$ cat src/rtl/tcgr_pkg.sv
package tcgr_pkg;

  // fixed geometry and field widths
  localparam int GlyphWidth = 8;
  localparam int PxW        = 13;
  localparam int FontAw     = 12;
  localparam int ColorW     = 16;
  localparam int CfgIdxW    = 3;
  localparam int CfgDataW   = 16;
  localparam int InDataW    = 48;
  localparam int OutDataW   = 168;

  // special character codes
  localparam logic [7:0] CharLf = 8'h0A;
  localparam logic [7:0] CharCr = 8'h0D;

  // input word kinds
  typedef enum logic [1:0] {
    KIND_PUT    = 2'd0,
    KIND_LOAD   = 2'd1,
    KIND_CURSOR = 2'd2
  } kind_e;

  // configuration register indexes
  typedef enum logic [CfgIdxW-1:0] {
    CFG_FONT_HEIGHT = 3'd0,
    CFG_COL_GAP     = 3'd1,
    CFG_LINE_GAP    = 3'd2,
    CFG_FG_COLOR    = 3'd3,
    CFG_BG_COLOR    = 3'd4,
    CFG_TRANSPARENT = 3'd5
  } cfg_idx_e;

  typedef struct packed {
    logic [4:0]        font_height;
    logic [3:0]        col_gap;
    logic [3:0]        line_gap;
    logic [ColorW-1:0] fg_color;
    logic [ColorW-1:0] bg_color;
    logic              transparent;
  } cfg_t;

  // one input word, unpacked
  typedef struct packed {
    logic [1:0]        kind;
    logic [7:0]        char_code;
    logic [FontAw-1:0] font_addr;
    logic [7:0]        font_byte;
    logic [7:0]        cursor_col;
    logic [7:0]        cursor_row;
  } item_t;

  // position data that travels with a glyph row read
  typedef struct packed {
    logic [PxW-1:0] px_x;
    logic [PxW-1:0] px_y;
    logic           last_row;
  } row_meta_t;

endpackage

$ cat src/rtl/tcgr_ctrl.sv
module tcgr_ctrl
  import tcgr_pkg::*;
#(
  parameter int MAX_GLYPH_ROWS = 16,
  parameter int SCREEN_WIDTH   = 240
) (
  input  logic              clk_i,
  input  logic              rst_ni,
  input  cfg_t              cfg_i,
  input  logic              in_valid_i,
  output logic              in_ready_o,
  input  item_t             item_i,
  input  logic              space_i,
  output logic              mem_we_o,
  output logic [FontAw-1:0] mem_waddr_o,
  output logic [7:0]        mem_wdata_o,
  output logic              mem_re_o,
  output logic [FontAw-1:0] mem_raddr_o,
  output logic              rd_valid_o,
  output row_meta_t         rd_meta_o
);

  localparam int RowW  = $clog2(MAX_GLYPH_ROWS + 1);
  localparam int WrapX = SCREEN_WIDTH + 1 - GlyphWidth;

  typedef enum logic [2:0] {
    ST_IDLE,
    ST_XMUL,
    ST_WRAP,
    ST_YMUL,
    ST_ROWS
  } state_e;

  state_e            state_q, state_d;
  logic [7:0]        col_q, col_d;
  logic [7:0]        line_q, line_d;
  logic [7:0]        char_q, char_d;
  logic [RowW-1:0]   h_q, h_d;
  logic [RowW-1:0]   row_q, row_d;
  logic [PxW-1:0]    xoff_q, xoff_d;
  logic [PxW-1:0]    yoff_q, yoff_d;
  logic [FontAw-1:0] base_q, base_d;
  logic              rd_v_q, rd_v_d;
  row_meta_t         meta_q, meta_d;
  logic              accept;
  logic              issue;
  logic              is_last;

  function automatic logic [7:0] sat_inc(input logic [7:0] v);
    return (v == 8'hFF) ? v : v + 8'd1;
  endfunction

  assign in_ready_o = (state_q == ST_IDLE);
  assign accept     = in_valid_i && in_ready_o;
  assign issue      = (state_q == ST_ROWS) && space_i;
  assign is_last    = (row_q + RowW'(1)) == h_q;

  // font loads write straight through at accept
  assign mem_we_o    = accept && (item_i.kind == KIND_LOAD);
  assign mem_waddr_o = item_i.font_addr;
  assign mem_wdata_o = item_i.font_byte;
  assign mem_re_o    = issue;
  assign mem_raddr_o = base_q + FontAw'(row_q);

  // sequencer: cursor, offsets and row reads
  always_comb begin
    state_d = state_q;
    col_d   = col_q;
    line_d  = line_q;
    char_d  = char_q;
    h_d     = h_q;
    row_d   = row_q;
    xoff_d  = xoff_q;
    yoff_d  = yoff_q;
    base_d  = base_q;
    rd_v_d  = 1'b0;
    meta_d  = meta_q;
    case (state_q)
      ST_IDLE: begin
        if (accept) begin
          case (item_i.kind)
            KIND_LOAD: ;
            KIND_CURSOR: begin
              col_d  = item_i.cursor_col;
              line_d = item_i.cursor_row;
            end
            KIND_PUT: begin
              if (item_i.char_code == CharLf) begin
                line_d = sat_inc(line_q);
                col_d  = 8'd0;
              end else if (item_i.char_code == CharCr) begin
                col_d = 8'd0;
              end else begin
                char_d  = item_i.char_code;
                state_d = ST_XMUL;
              end
            end
            default: ;
          endcase
        end
      end
      ST_XMUL: begin
        xoff_d  = PxW'(col_q) * (PxW'(GlyphWidth) + PxW'(cfg_i.col_gap));
        h_d     = (cfg_i.font_height > 5'(MAX_GLYPH_ROWS)) ? RowW'(MAX_GLYPH_ROWS)
                                                            : RowW'(cfg_i.font_height);
        state_d = ST_WRAP;
      end
      ST_WRAP: begin
        if (xoff_q >= PxW'(WrapX)) begin
          xoff_d = '0;
          col_d  = 8'd0;
          line_d = sat_inc(line_q);
        end
        state_d = ST_YMUL;
      end
      ST_YMUL: begin
        yoff_d = PxW'(line_q) * (PxW'(h_q) + PxW'(cfg_i.line_gap));
        base_d = FontAw'({4'd0, char_q} * FontAw'(h_q));
        row_d  = '0;
        if (h_q == '0) begin
          col_d   = sat_inc(col_q);
          state_d = ST_IDLE;
        end else begin
          state_d = ST_ROWS;
        end
      end
      ST_ROWS: begin
        if (issue) begin
          rd_v_d          = 1'b1;
          meta_d.px_x     = xoff_q + PxW'(1);
          meta_d.px_y     = yoff_q + PxW'(row_q);
          meta_d.last_row = is_last;
          row_d           = row_q + RowW'(1);
          if (is_last) begin
            col_d   = sat_inc(col_q);
            state_d = ST_IDLE;
          end
        end
      end
      default: state_d = ST_IDLE;
    endcase
  end

  always_ff @(posedge clk_i or negedge rst_ni) begin
    if (!rst_ni) begin
      state_q <= ST_IDLE;
      col_q   <= 8'd0;
      line_q  <= 8'd0;
      rd_v_q  <= 1'b0;
    end else begin
      state_q <= state_d;
      col_q   <= col_d;
      line_q  <= line_d;
      rd_v_q  <= rd_v_d;
    end
  end

  // datapath registers
  always_ff @(posedge clk_i) begin
    char_q <= char_d;
    h_q    <= h_d;
    row_q  <= row_d;
    xoff_q <= xoff_d;
    yoff_q <= yoff_d;
    base_q <= base_d;
    meta_q <= meta_d;
  end

  assign rd_valid_o = rd_v_q;
  assign rd_meta_o  = meta_q;

endmodule

$ cat config.mk
export PLATFORM = sky130hd
export DESIGN_NAME = tcgr_ctrl
export DESIGN_NICKNAME = d
export VERILOG_FILES = /design/src/rtl/tcgr_pkg.sv /design/src/rtl/tcgr_ctrl.sv
export SDC_FILE = /design/constraint.sdc
export NUM_CORES = 1
export LEC_CHECK = 0
export ABC_CLOCK_PERIOD_IN_PS = 6900
export BUFFER_PORTS_ARGS = -buffer_cell sky130_fd_sc_hd__buf_2
export CAP_MARGIN = 20
export CORE_ASPECT_RATIO = 0.9
export CORE_MARGIN = 2
export CORE_UTILIZATION = 58
export DETAILED_ROUTE_END_ITERATION = 10
export PLACE_DENSITY = 0.89
export SLEW_MARGIN = 5
export SYNTH_ARGS = -nofsm -noshare
export SYNTH_HDL_FRONTEND = slang
export SYNTH_SLANG_ARGS = --single-unit
$ cat constraint.sdc
create_clock -name clk_i -period 6.9 [get_ports clk_i]
set_input_delay 0.345 -clock clk_i [delete_from_list [all_inputs] [get_ports clk_i]]
set_output_delay 0.345 -clock clk_i [all_outputs]
set_load 0.01 [all_outputs]
==> impl_metrics.json <==
{
  "holdCritStartpoint": "item_i[40]",
  "finalNonFillerCells": 1143,
  "netlist_instances": 884,
  "hp-class": "input pin to flop",
  "postCtsSetupBuffers": 0,
  "syn_area_per_cell_um2": 10.1,
  "r2r_setup_slack_ns": 1.28,
  "antenna_found_initial": 1,
  "fin_crit_ns": 5.62,
  "holdPathEnd": "char_q[4]$_DFFE_PP_",
  "routedWlPerCell_um": 15.4,
  "dp_cells": 1125,
  "tightest_slew_ns": 0.857,
  "synth_area_um2": 8940,
  "rsz0062_at_grt": "false",
  "ys_seq_area_share_pct": 33.5,
  "synth_top_flop_cell": "edfxtp_1",
  "ys_types": 67,
  "ys_warn_count": 0,
  "postRouteAntennaNets": 0,
  "track_usage_pct": 22.6,
  "setup_tns_ns": 0,
  "yosys-top-cells-area": "edfxtp_1 28%, fa_1 13%, ha_1 12%, dfrtp_1 5.6%, and2_1 5.4%",
  "worstSetupPathType": "flop to flop",
  "final_hold_viol_count": 0,
  "cts_tree": "done",
  "grt_pass1_vias": 6213,
  "r2r_cells": 18,
  "drive_gt1_share_pct": 13.9,
  "cp_max_fo": 11,
  "yosys.area.top_type": "edfxtp_1",
  "syn_to_final_growth_pct": 8.16,
  "core_um2": 15200,
  "io_buffers": 85,
  "die_x_um": 135,
  "clk_pin_slew_ns": 0.07,
  "setup_viol": 0,
  "cp_data_required_time_ns": 7.01,
  "slew-limit-headroom_pct": 42.6,
  "routed_wirelength_mm": 17.6,
  "cts.htree.levels": 3,
  "ios": 159,
  "cts-root-buf": "clkbuf_16",
  "start_util_pct": 58.7,
  "r2r-start": "h_q[0]$_SDFFCE_PN0P_",
  "vias": 6440,
  "async_flop_share_pct": 19.4,
  "grt_overflow": 0,
  "drtIter0Drc": 453,
  "finalNetCount": 1173,
  "place_area_um2": 9350,
  "regToRegEndpoint": "yoff_q[12]$_DFFE_PP_",
  "die-area_um2": 16400,
  "clock.fmax_ghz": 0.178,
  "synth-seq-cells": 103,
  "synthDominantCellAreaShare_pct": 27.9,
  "critPathLaunchType": "flop",
  "grt_max_degree": 30,
  "maxCapViolCount": 0,
  "worst_skew_pair.late_latency_ns": 0.36,
  "status": "complete, no violations",
  "nFillCells": 1150,
  "hold_depth": 1,
  "fp-row-count": 43,
  "synth_edf_count": 83,
  "grt_pass1_wl_mm": 29.3,
  "dr.pass1.iters": 5,
  "report.final.slew_viol_count": 0,
  "die_y_um": 122,
  "clkSinkCount": 103,
  "skew_ns": 0.00802,
  "drc": 0,
  "place_congestion": 0.879,
  "cts_buffer_depth": 2,
  "cts_made_buffers": 9,
  "critPathCaptureType": "flop",
  "ys_top_cells_by_count": "86 x ha_1, 86 x inv_1, 83 x edfxtp_1",
  "cts-resized-gates": 0,
  "finalWorstSetupSlack_ns": 1.28,
  "hpwl_mm": 13.7,
  "final_area_um2": 9670,
  "worstPathArrival_ns": 5.73,
  "min_period_over_period_pct": 81.4,
  "syn_nets": 1122,
  "dpl_worst_slack_ns": 1.35,
  "avgViaCountPerCell": 5.63
}
[per-stage QoR]
stage                     hold WS [ns]  util (%)
after floorplan                 0.0494         -
after global placement           0.328      61.4
after detailed placement         0.329      61.4
after CTS                        0.171      63.5
after global routing             0.178      63.5
final                            0.179      63.5
[metal layers]
metal	vias up	routed length, um	GRT usage (%)	part of all wire [%]
met5	-	0	0	0
met4	0	355	7.30	2.0
met3	25	1030	3.70	5.8
met2	224	8660	38.2	49
met1	3094	7570	30.1	43
li1	3097	-	-	-
[critical path, stage by stage, from the launching register on]
cell	delay, ns
edfxtp_1	0.56
ha_1	0.24
inv_1	0.05
fa_1	0.39
inv_1	0.07
a21o_1	0.10
a21oi_1	0.07
xnor2_1	0.56
nand2_1	0.17
fa_1	0.51
fa_1	0.52
fa_1	0.55
inv_1	0.04
ha_1	0.35
a211oi_1	0.23
nor2_1	0.11
o41ai_1	0.49
o21ai_0	0.22
xnor2_1	0.16
[registers in the layout (all words and copies together) (netlist names)]
register and count:
char_q 8, state_q 3, yoff_q 13, h_q 5, line_q 8, rd_valid_o 1, row_q 5, col_q 8
xoff_q 13, rd_meta_o 27, base_q 12
[placed cells by master, fill, tap and decap left out, types with 19 or more instances in the layout]
cell type and instances:
a21oi_1 42, xnor2_1 50, buf_2 85, fa_1 56
ha_1 86, and2_1 77, inv_1 86, o21ai_0 20
nor2b_1 19, edfxtp_1 83, dfrtp_1 20, nand2_1 62
nor2_1 52
[what timing repair did]
item	4_1_cts	5_1_grt
hold buffers	1	0
endpoints found under the setup margin	0	0
hold endpoints to repair	20	0
[how the worst max path moves through the flow]
stage / from / endpoint / slack (ns) / cells after the start
2_1_floorplan: h_q[1]$_SDFFCE_PN0P_ / yoff_q[11]$_DFFE_PP_ / 1.95 / 19
3_3_place_gp: h_q[0]$_SDFFCE_PN0P_ / yoff_q[12]$_DFFE_PP_ / 1.52 / 18
3_5_place_dp: h_q[0]$_SDFFCE_PN0P_ / yoff_q[12]$_DFFE_PP_ / 1.35 / 18
4_1_cts: h_q[0]$_SDFFCE_PN0P_ / yoff_q[12]$_DFFE_PP_ / 1.33 / 18
5_1_grt: h_q[0]$_SDFFCE_PN0P_ / yoff_q[12]$_DFFE_PP_ / 0.97 / 19
6_report: h_q[0]$_SDFFCE_PN0P_ / yoff_q[12]$_DFFE_PP_ / 1.28 / 18
[logic make-up after synthesis]
group	share of synthesized area [%]
DFF	33.5
buffers and inverters	6.91
and+or+nand+nor	18.1
xor gates and xnor gates	6.91
muxes	1.05
adders and majority gates	24.6
AOI/OAI and AO/OA	8.94
other	0.0419
[final cells by class]
type                       instances  area, um^2  share of cell area [%]
timing repair buffer              90         465                    4.81
multi-input combinational        645        5330                    55.1
antenna                            1        2.50                  0.0259
sequential                       103        2990                    30.9
inverter                          86         323                    3.34
clock inverter                     7        78.8                   0.815
tap                              202         253                    2.61
clock buffer                       9         225                    2.33
Power is not shown: default switching activity piles up to over one toggle a cycle in this logic, so the estimate is an artifact.
