==> config.mk <==
export PLATFORM = sky130hd
export DESIGN_NAME = tcgr_row_fmt
export DESIGN_NICKNAME = d
export VERILOG_FILES = /design/src/rtl/tcgr_pkg.sv /design/src/rtl/tcgr_row_fmt.sv
export SDC_FILE = /design/constraint.sdc
export NUM_CORES = 1
export LEC_CHECK = 0
export BUFFER_PORTS_ARGS = -buffer_cell sky130_fd_sc_hd__buf_2
export CELL_PAD_IN_SITES_DETAIL_PLACEMENT = 0
export CELL_PAD_IN_SITES_GLOBAL_PLACEMENT = 1
export CORE_MARGIN = 5
export CORE_UTILIZATION = 32
export DETAILED_ROUTE_END_ITERATION = 6
export PLACE_DENSITY_LB_ADDON = 0.1
export SLEW_MARGIN = 5
export SYNTH_ARGS = -nofsm -noshare
export SYNTH_HDL_FRONTEND = slang
export SYNTH_SLANG_ARGS = --single-unit
==> constraint.sdc <==
create_clock -name clk_i -period 2.65 [get_ports clk_i]
set_clock_uncertainty 0.15 [all_clocks]
set_input_delay 0.795 -clock clk_i [delete_from_list [all_inputs] [get_ports clk_i]]
set_output_delay 0.795 -clock clk_i [all_outputs]
set_load 0.05 [all_outputs]
==> src/rtl/tcgr_pkg.sv <==
package tcgr_pkg;

  // fixed geometry and field widths
  localparam int GlyphWidth = 8;
  localparam int PxW        = 13;
  localparam int FontAw     = 12;
  localparam int ColorW     = 16;
  localparam int CfgIdxW    = 3;
  localparam int CfgDataW   = 16;
  localparam int InDataW    = 48;
  localparam int OutDataW   = 168;

  // special character codes
  localparam logic [7:0] CharLf = 8'h0A;
  localparam logic [7:0] CharCr = 8'h0D;

  // input word kinds
  typedef enum logic [1:0] {
    KIND_PUT    = 2'd0,
    KIND_LOAD   = 2'd1,
    KIND_CURSOR = 2'd2
  } kind_e;

  // configuration register indexes
  typedef enum logic [CfgIdxW-1:0] {
    CFG_FONT_HEIGHT = 3'd0,
    CFG_COL_GAP     = 3'd1,
    CFG_LINE_GAP    = 3'd2,
    CFG_FG_COLOR    = 3'd3,
    CFG_BG_COLOR    = 3'd4,
    CFG_TRANSPARENT = 3'd5
  } cfg_idx_e;

  typedef struct packed {
    logic [4:0]        font_height;
    logic [3:0]        col_gap;
    logic [3:0]        line_gap;
    logic [ColorW-1:0] fg_color;
    logic [ColorW-1:0] bg_color;
    logic              transparent;
  } cfg_t;

  // one input word, unpacked
  typedef struct packed {
    logic [1:0]        kind;
    logic [7:0]        char_code;
    logic [FontAw-1:0] font_addr;
    logic [7:0]        font_byte;
    logic [7:0]        cursor_col;
    logic [7:0]        cursor_row;
  } item_t;

  // position data that travels with a glyph row read
  typedef struct packed {
    logic [PxW-1:0] px_x;
    logic [PxW-1:0] px_y;
    logic           last_row;
  } row_meta_t;

endpackage

==> src/rtl/tcgr_row_fmt.sv <==
module tcgr_row_fmt
  import tcgr_pkg::*;
(
  input  logic                clk_i,
  input  logic                rst_ni,
  input  cfg_t                cfg_i,
  input  logic                push_i,
  input  logic [7:0]          bits_i,
  input  row_meta_t           meta_i,
  input  logic                inflight_i,
  output logic                space_o,
  output logic                out_valid_o,
  input  logic                out_ready_i,
  output logic [OutDataW-1:0] out_data_o,
  output logic                out_last_o
);

  typedef struct packed {
    logic [7:0] bits;
    row_meta_t  meta;
  } entry_t;

  entry_t     buf_q [2];
  logic       wptr_q, rptr_q;
  logic [1:0] cnt_q;
  logic       pop;
  logic [2:0] fill_next;
  entry_t     head;
  logic [7:0] mask;

  assign pop         = out_valid_o && out_ready_i;
  assign out_valid_o = (cnt_q != 2'd0);

  // a new read may start only if its word is sure to find a slot
  assign fill_next = 3'(cnt_q) + 3'(inflight_i) - 3'(pop);
  assign space_o   = (fill_next < 3'd2);

  // two-entry row buffer
  always_ff @(posedge clk_i or negedge rst_ni) begin
    if (!rst_ni) begin
      wptr_q <= 1'b0;
      rptr_q <= 1'b0;
      cnt_q  <= 2'd0;
    end else begin
      if (push_i) begin
        wptr_q <= ~wptr_q;
      end
      if (pop) begin
        rptr_q <= ~rptr_q;
      end
      cnt_q <= cnt_q + 2'(push_i) - 2'(pop);
    end
  end

  always_ff @(posedge clk_i) begin
    if (push_i) begin
      buf_q[wptr_q] <= '{bits: bits_i, meta: meta_i};
    end
  end

  // expand the glyph row into colors and write mask
  assign head = buf_q[rptr_q];

  always_comb begin
    for (int k = 0; k < GlyphWidth; k++) begin
      mask[k] = cfg_i.transparent ? head.bits[GlyphWidth-1-k] : 1'b1;
    end
  end

  always_comb begin
    out_data_o                  = '0;
    out_data_o[PxW-1:0]         = head.meta.px_x;
    out_data_o[2*PxW-1:PxW]     = head.meta.px_y;
    for (int k = 0; k < GlyphWidth; k++) begin
      out_data_o[2*PxW+k*ColorW +: ColorW] =
        head.bits[GlyphWidth-1-k] ? cfg_i.fg_color : cfg_i.bg_color;
    end
    out_data_o[2*PxW+GlyphWidth*ColorW +: GlyphWidth] = mask;
  end

  assign out_last_o = head.meta.last_row;

endmodule

==> impl_metrics.tcl, run 1 <==
set metrics [dict create \
    synth_mux_area_share_pct 45.9 \
    antenna_found_initial 2 \
    start_util_pct 32.8 \
    area_growth_pct 80.4 \
    drt_iter0_drc 158 \
    worst_hold_path_type "input port to async pin" \
    arrival_ps 2090 \
    finalWirelength_mm 15.6 \
    synthXorXnorAreaFrac_pct 0.732 \
    grt_pass1_vias 3800 \
    wire_per_inst_um 20.6 \
    dr.pass1.iters 4 \
    powerDensity_nw_per_um2 1330 \
    crit_type "input port to output pin" \
    status "complete, but fails checks" \
    antennaDiodeCount 0 \
    slew_violations 0 \
    grt_max_degree 36 \
    yosysTopAreaCell "edfxtp_1" \
    grt-busiest-layer "met2" \
    clk_latency_ps 320 \
    syn_inst 283 \
    setup_viol 151 \
    die_w_um 132 \
    clkTransAtPathRegs_ps 50 \
    tns_ps -29580 \
    most-common-layout-cells "mux2_4 (126), buf_6 (116), buf_2 (84)" \
    hpwl_mm 9.72 \
    rows 44 \
    synth_cell_types 20 \
    power_uw 11500 \
    layout_commonest_cell "mux2_4" \
    period_share_pct 114 \
    ctsLongestPathBuffers 2 \
    clockRootBuffer "clkbuf_16" \
    syn_area_um2 4780 \
    grt_first_pass_wirelength_mm 22.6 \
    synth_top_family_by_area "multiplexers" \
    synth_compound_area_share_pct 0.157 \
    finalHoldViolCount 0 \
    r2r-start "cnt_q[0]" \
    ys_top_cells_by_area "edfxtp_1 (44%), mux2_4 (23%), mux2_2 (20%)" \
    cts_sinks 74 \
    critPathCaptureType "output pin" \
    max-cap-violations 0 \
    fin_crit_ps 3030 \
    yosysWarnings 0 \
    synth.avg_cell_area_um2 16.9 \
    grtUsageTotal_pct 16.5 \
    gp_congestion 0.744 \
    yosysSeqAreaShare_pct 46.0 \
    ys_ff_latch 74 \
    met1_usage_pct 18.0 \
    p_leak_uw 0.00395 \
    drc 0 \
    rsz0062_at_grt "true" \
    cts_made_buffers 9 \
    multi_input_area_um2 2670 \
    via_per_inst 4.72 \
    finalNetCount 661 \
    pin_count 257 \
    placeableCoreArea_um2 14600 \
    cp-start-kind "input port" \
    drive_gt1_share_pct 83.7 \
    vdd_ir_drop_max_uv 718 \
    htreeDepth 3 \
    timing.final.ws_setup_ps -384 \
    cp.required_ps 1710 \
    fmax_mhz 330 \
    use_met3_pct 5.11 \
    overflow 0 \
    cts_tree "done" \
    synthAdderAreaFrac_pct 1.20 \
    crit_path_max_fanout 2 \
    routed-via-count 3579 \
    die-area_um2 17500 \
    nFillCells 1129 \
    yosysTopAreaCellShare_pct 43.9 \
    yosys.area_share.simple_pct 1.18 \
    seq_area_um2 2200 \
    crit_path_start "out_ready_i" \
    antenna_left 0 \
    violations "negative setup slack" \
    die_h_um 132 \
    place.port_buffers 237 \
    met2_usage_pct 30.3 \
]
-- power by group --
group / total (uW) / internal (uW) / switching [uW] / leakage, uW
registers: 1660 / 1560 / 99.0 / 0.000703
logic: 8690 / 3970 / 4710 / 0.00312
clock network: 1140 / 720 / 417 / 0.000130
total: 11500 / 6250 / 5230 / 0.00395
-- what timing repair did --
action,CTS,global route
buffers inserted,21,10
hold buffers,0,0
endpoints found under the hold margin,0,0
cloned,11,3
resized for setup,377,118
endpoints found under the setup margin,153,160
pin swaps,4,4
-- layout make-up --
class | count | share of cell area, %
clock buffer | 12 | 2.74
tap | 184 | 2.67
clock inverter | 3 | 0.478
sequential | 74 | 25.5
multi-input combinational | 191 | 31.0
inverter | 4 | 0.174
timing repair buffer | 291 | 37.4
-- worst max-delay path, cell delays in order --
cell,delay (ps)
buf_6,90
o21a_4,110
ha_4,280
nor2b_4,40
fa_2,350
xnor2_2,160
nor2_4,120
buf_8,150
-- final timing paths --
path,cells past startpoint,slack (ps),endpoint
worst max register to register,6,1030,cnt_q[1]
worst min register to register,1,390,wptr_q
worst min-delay path,1,120,cnt_q[1]
max in group asynchronous,1,2090,rptr_q
worst max-delay path,8,-380,space_o
min in group clk_i,1,390,wptr_q
-- kinds of logic (layout without fill, tap and decap cells) --
group                      Yosys count  after routing
DFF                                 74             74
muxes                              163            163
AOI/OAI and AO/OA                    1              1
other                                1              6
buffers and inverters               23            310
adders and majority gates            4              4
and+or+nand+nor                     13             13
xor gates and xnor gates             4              4
-- per-stage QoR --
stage | hold slack (ps) | setup WS (ps) | util, % | cells | instance area [um2]
2_1_floorplan | 323 | -357 | - | 288 | 4810
3_3_place_gp | 372 | -529 | 43.3 | 709 | 6320
4_1_cts | 105 | -400 | 57.2 | 756 | 8340
5_1_grt | 112 | -413 | 59.2 | 759 | 8630
6_report | 123 | -384 | 59.2 | 759 | 8630
3_5_place_dp | 384 | -560 | 43.3 | 709 | 6320
-- flip-flops by register name, indices dropped and copies added (netlist names) --
signal	cells
buf_q	70
cnt_q	2
rptr_q	1
wptr_q	1
-- synth_stat cells, drive strengths merged --
library cell,instances
xor2,3
nor2b,2
fa,1
and2,1
mux2,155
conb,1
ha,3
nor2,1
xnor2,1
inv,4
nand2,9
mux2i,8
edfxtp,70
buf,19
o21a,1
dfrtp,4
-- routing by layer --
| metal | vias to the layer above | part of all wire (%) | wire (um) |
|---|---|---|---|
| met5 | - | 0.16 | 25 |
| met4 | 4 | 1.6 | 245 |
| met3 | 22 | 7.1 | 1100 |
| met2 | 155 | 53 | 8280 |
| met1 | 1749 | 38 | 5960 |
| li1 | 1649 | - | - |
(Power assumes the default switching activity.)
==> run 2, diff against run 1 <==
BUFFER_PORTS_ARGS = unset   (was -buffer_cell sky130_fd_sc_hd__buf_2)
CORE_UTILIZATION = 45   (was 32)
DONT_BUFFER_PORTS = 1   (was unset)
==> run 2 against run 1 <==
The run still ends with negative setup slack left. Clock-buffer cell count is the same. Cell count shrank 38%. Die area shrank 27%. Critical path depth shrank 2. Non-clock buffer count shrank 239. Worst hold slack gained 260 ps. Global-route usage grew 1.8 points. Design area shrank 30%. Core utilization shrank 0.74 points. First-iteration DRC count shrank 15%. Setup slack gained 39 ps. Critical endpoint unchanged. Largest cell class is now multi-input combinational cells.
==> impl_metrics.tcl, run 2 (synthesized netlist as in run 1, its figures left out) <==
set metrics [dict create \
    layout_commonest_cell "mux2_4" \
    cp-start-kind "input port" \
    via_per_inst 5.54 \
    nFillCells 807 \
    ctsLongestPathBuffers 2 \
    die_h_um 113 \
    cts_made_buffers 9 \
    drive_gt1_share_pct 70.6 \
    grtUsageTotal_pct 18.3 \
    clkTransAtPathRegs_ps 60 \
    antennaDiodeCount 0 \
    critPathCaptureType "output pin" \
    crit_path_max_fanout 2 \
    placeableCoreArea_um2 10400 \
    period_share_pct 113 \
    die-area_um2 12800 \
    htreeDepth 3 \
    worst_hold_path_type "flip-flop to flip-flop" \
    antenna_found_initial 0 \
    gp_congestion 0.746 \
    area_growth_pct 26.6 \
    largest_reg_flops 70 \
    top_regs "buf_q: 70 flops, cnt_q: 2 flops" \
    fin_crit_ps 2990 \
    pin_count 257 \
    arrival_ps 2050 \
    grt_max_degree 26 \
    grt_pass1_vias 2775 \
    fin_worst_hold_slack_ps 384 \
    status "complete, but fails checks" \
    wire_per_inst_um 25.8 \
    clk_latency_ps 330 \
    finalWirelength_mm 12.2 \
    clockRootBuffer "clkbuf_8" \
    hpwl_mm 7.95 \
    slew_violations 0 \
    drc 0 \
    dr.pass1.iters 4 \
    rows 37 \
    vdd_ir_drop_max_uv 675 \
    grt_first_pass_wirelength_mm 17.7 \
    crit_type "input port to output pin" \
    cts_sinks 74 \
    max-cap-violations 0 \
    rsz0062_at_grt "true" \
    regMostFlops "buf_q" \
    violations "negative setup slack" \
    routed-via-count 2620 \
    antenna_left 0 \
    cp.required_ps 1710 \
    timing.final.ws_setup_ps -344 \
    finalHoldViolCount 0 \
    cts_tree "done" \
    power_uw 9040 \
    p_leak_uw 0.00256 \
    tns_ps -17610 \
    most-common-layout-cells "mux2_4 (131), edfxtp_1 (70), mux2_2 (24)" \
    setup_viol 130 \
    finalNetCount 422 \
    start_util_pct 46.1 \
    place.port_buffers 0 \
    powerDensity_nw_per_um2 1490 \
    die_w_um 113 \
    overflow 0 \
    fmax_mhz 334 \
    drt_iter0_drc 134 \
]
==> run 2: cell types whose count changed in the layout (fill, tap and decap cells not counted), sizes merged <==
| cell | before | now |
|---|---|---|
| clkinv | 1 | 3 |
| dlygate4sd3 | 0 | 1 |
| buf | 288 | 49 |
| clkinvlp | 1 | 0 |
| clkbuf | 15 | 14 |
==> run 2: path summary, 6_finish.rpt <==
check	to	depth (start not counted)	startpoint	slack, ps
worst max-delay path	space_o	6	out_ready_i	-340
worst min-delay path	wptr_q	1	wptr_q	380
worst max register to register	cnt_q[1]	6	cnt_q[0]	1060
min in group asynchronous	wptr_q	1	rst_ni	580
max in group asynchronous	rptr_q	1	rst_ni	1580
worst min register to register	wptr_q	1	wptr_q	380
==> run 2: timing repair <==
action / CTS / global route
endpoints found under the setup margin: 129 / 140
setup buffers: 10 / 14
pin swaps: 4 / 3
gates cloned: 10 / 2
gates resized for setup: 85 / 31
hold buffers: 1 / 0
hold endpoints to repair: 4 / 0
==> run 2: critical path, cell delays in order <==
cell	delay (ps)
o21a_1	170
ha_4	230
nor2b_4	110
fa_2	460
nor2_4	130
buf_12	140
==> run 2: layout make-up <==
type / count / area, um2 / area share (%)
timing repair buffer: 52 / 822 / 13.6
sequential: 74 / 2200 / 36.4
clock inverter: 4 / 42.5 / 0.702
clock buffer: 12 / 135 / 2.23
inverter: 4 / 15.0 / 0.248
multi-input combinational: 191 / 2670 / 44.1
tap: 136 / 170 / 2.81
==> run 2: routing by layer <==
metal | share of wire (%) | global-route usage (%) | up-vias
met2 | 54 | 33.0 | 144
met3 | 11 | 7.59 | 15
met1 | 34 | 19.7 | 1294
li1 | - | - | 1167
met4 | 1.4 | 5.13 | 0
met5 | 0 | 0 | -
==> run 2: power by group <==
part           switching (uW)  total, uW  internal [uW]
logic                    4180       6610           2430
registers                85.9       1650           1560
clock network             358        786            428
==> run 2: per-stage QoR <==
stage / setup slack [ps] / util, % / instances / area (um2)
6_report: -344 / 58.4 / 473 / 6060
2_1_floorplan: -357 / - / 288 / 4810
5_1_grt: -428 / 58.4 / 473 / 6060
3_5_place_dp: -412 / 49.3 / 429 / 5110
3_3_place_gp: -384 / 49.3 / 429 / 5110
4_1_cts: -351 / 57.8 / 466 / 6000
==> run 3, diff against run 2 <==
REMOVE_ABC_BUFFERS = 1   (was unset)
==> run 3 against run 2 <==
First-iteration DRC count shrank 10%. The run still ends with negative setup slack left. Sequential power barely moved. Design area is 1.7% lower. Sequential share of layout area grew 0.64 points. Worst hold slack improved by 6.3 ps. Highest routed layer unchanged. Combinational power is 2% lower. Core utilization decreased by 1.0 points.
==> impl_metrics.tcl, run 3 (synthesized netlist as in run 1, its figures left out) <==
set metrics [dict create \
    utilization_pct 57.4 \
    placeableCoreArea_um2 10400 \
    slew_violations 0 \
    hold_path_depth 1 \
    status "complete, but fails checks" \
    r2r-start "cnt_q[0]" \
    via_per_inst 5.65 \
    powerDensity_nw_per_um2 1470 \
    period_share_pct 113 \
    htreeDepth 3 \
    start_util_pct 46.1 \
    dp.cells 429 \
    most-common-layout-cells "mux2_4 (131), edfxtp_1 (70), mux2_2 (24)" \
    crit_type "flip-flop to output pin" \
    max-cap-violations 0 \
    p_leak_uw 0.00252 \
    grt_max_degree 26 \
    die_h_um 113 \
    wire_per_inst_um 26.2 \
    layout_commonest_cell "mux2_4" \
    cp.required_ps 1710 \
    ctsLongestPathBuffers 2 \
    cts_made_buffers 9 \
    clock_power_share_pct 7.7 \
    timing.final.ws_setup_ps -340 \
    seqPwrFrac_pct 18.8 \
    area_growth_pct 24.4 \
    drt_iter0_drc 120 \
    swShare_pct 52.2 \
    grt-busiest-layer "met2" \
    rows 37 \
    pin_count 257 \
    gp_congestion 0.732 \
    critPathCaptureType "output pin" \
    finalWirelength_mm 12.3 \
    overflow 0 \
    nFillCells 822 \
    met1_usage_pct 18.7 \
    drc 0 \
    pwr-share-comb_pct 73.6 \
    top_regs "buf_q: 70 flops, cnt_q: 2 flops" \
    fmax_mhz 334 \
    drive_gt1_share_pct 70.7 \
    reg2reg_depth 6 \
    die-area_um2 12800 \
    min_to "wptr_q" \
    vdd_ir_drop_max_uv 776 \
    regToRegSetupSlack_ps 1010 \
    die_w_um 113 \
    hpwl_mm 8.10 \
    largest_reg_flops 70 \
    antenna_found_initial 0 \
    place_ws_ps -364 \
    violations "negative setup slack" \
    place.port_buffers 0 \
    regMostFlops "buf_q" \
    grtUsageTotal_pct 18.4 \
    rsz0062_at_grt "true" \
    switchingPower_uw 4580 \
    grt_pass1_vias 2832 \
    clkTransAtPathRegs_ps 70 \
    arrival_ps 2040 \
    cellInternalPower_uw 4190 \
    hp-start "wptr_q" \
    grt_first_pass_wirelength_mm 17.7 \
    setup_viol 136 \
    clk_latency_ps 330 \
    dr.pass1.iters 4 \
    finalHoldViolCount 0 \
    cp-start-kind "flip-flop" \
    antennaDiodeCount 0 \
    finalNetCount 421 \
    crit_path_max_fanout 2 \
    rr_endpoint "cnt_q[1]" \
    clockRootBuffer "clkbuf_8" \
    routed-via-count 2663 \
    cts_sinks 74 \
    fin_crit_ps 2990 \
    worst_hold_path_type "flip-flop to flip-flop" \
    instances_no_fill 471 \
    cts_tree "done" \
    antenna_left 0 \
    use_met3_pct 7.54 \
    met2_usage_pct 33.7 \
]
[run 3: cell types whose count changed in the layout (fill, tap and decap cells not counted), moves of 2 or more]
cell,previous run,this run
buf_8,5,9
buf_12,17,14
buf_16,4,1
buf_4,6,8
buf_6,17,15
clkbuf_1,3,1
clkinv_2,1,3
[run 3: worst max path at each step]
stage / start / endpoint / cells past startpoint
2_1_floorplan: rptr_q / out_data_o[105] / 2
3_3_place_gp: out_ready_i / space_o / 6
3_5_place_dp: out_ready_i / space_o / 6
4_1_cts: cnt_q[1] / space_o / 6
5_1_grt: cnt_q[0] / space_o / 6
6_report: cnt_q[0] / space_o / 6
[run 3: power by group through the flow]
stage / combinational, uW / sequential [uW] / clock, uW
global placement: 5530 / 1660 / 0
detailed placement: 5520 / 1670 / 0
global route: 6640 / 1670 / 757
finish: 6450 / 1640 / 673
CTS: 6480 / 1650 / 702
floorplan: 4550 / 1770 / 0
[run 3: critical path: stages, from the launching register on]
cell,delay [ps]
dfrtp_1,380
o21a_1,230
ha_4,240
nor2b_4,120
fa_2,450
nor2_2,120
buf_6,160
[run 3: cell type report]
cell class | instances | area, um2 | share of cell area (%)
Clock buffer | 10 | 128 | 2.14
Tap cell | 136 | 170 | 2.86
Timing Repair Buffer | 51 | 757 | 12.7
Multi-Input combinational cell | 191 | 2660 | 44.6
Sequential cell | 74 | 2200 | 37.0
Inverter | 4 | 15.0 | 0.252
Clock inverter | 5 | 22.5 | 0.378
[run 3: timing repair]
item                       CTS  global route
hold endpoints to repair     4             0
pin swaps                    3             6
setup endpoints to repair  129           137
gates resized for setup     85            41
hold buffers                 1             0
gates cloned                 8             2
buffers inserted            17            12
[run 3: metal layers]
layer / vias up / wire, um
met5: - / 0
met4: 0 / 288
met3: 19 / 1220
met2: 159 / 6580
met1: 1321 / 4240
li1: 1164 / -
[run 3: metrics by stage]
step                hold slack [ps]  instance area [um2]  total power (uW)  setup TNS [ps]
floorplan                       305                 4590              6310         -142710
global placement                350                 5090              7200            -348
detailed placement              350                 5090              7190            -364
CTS                             369                 5920              8820          -29010
global route                    363                 5950              9060          -36180
finish                          390                 5950              8770          -27370
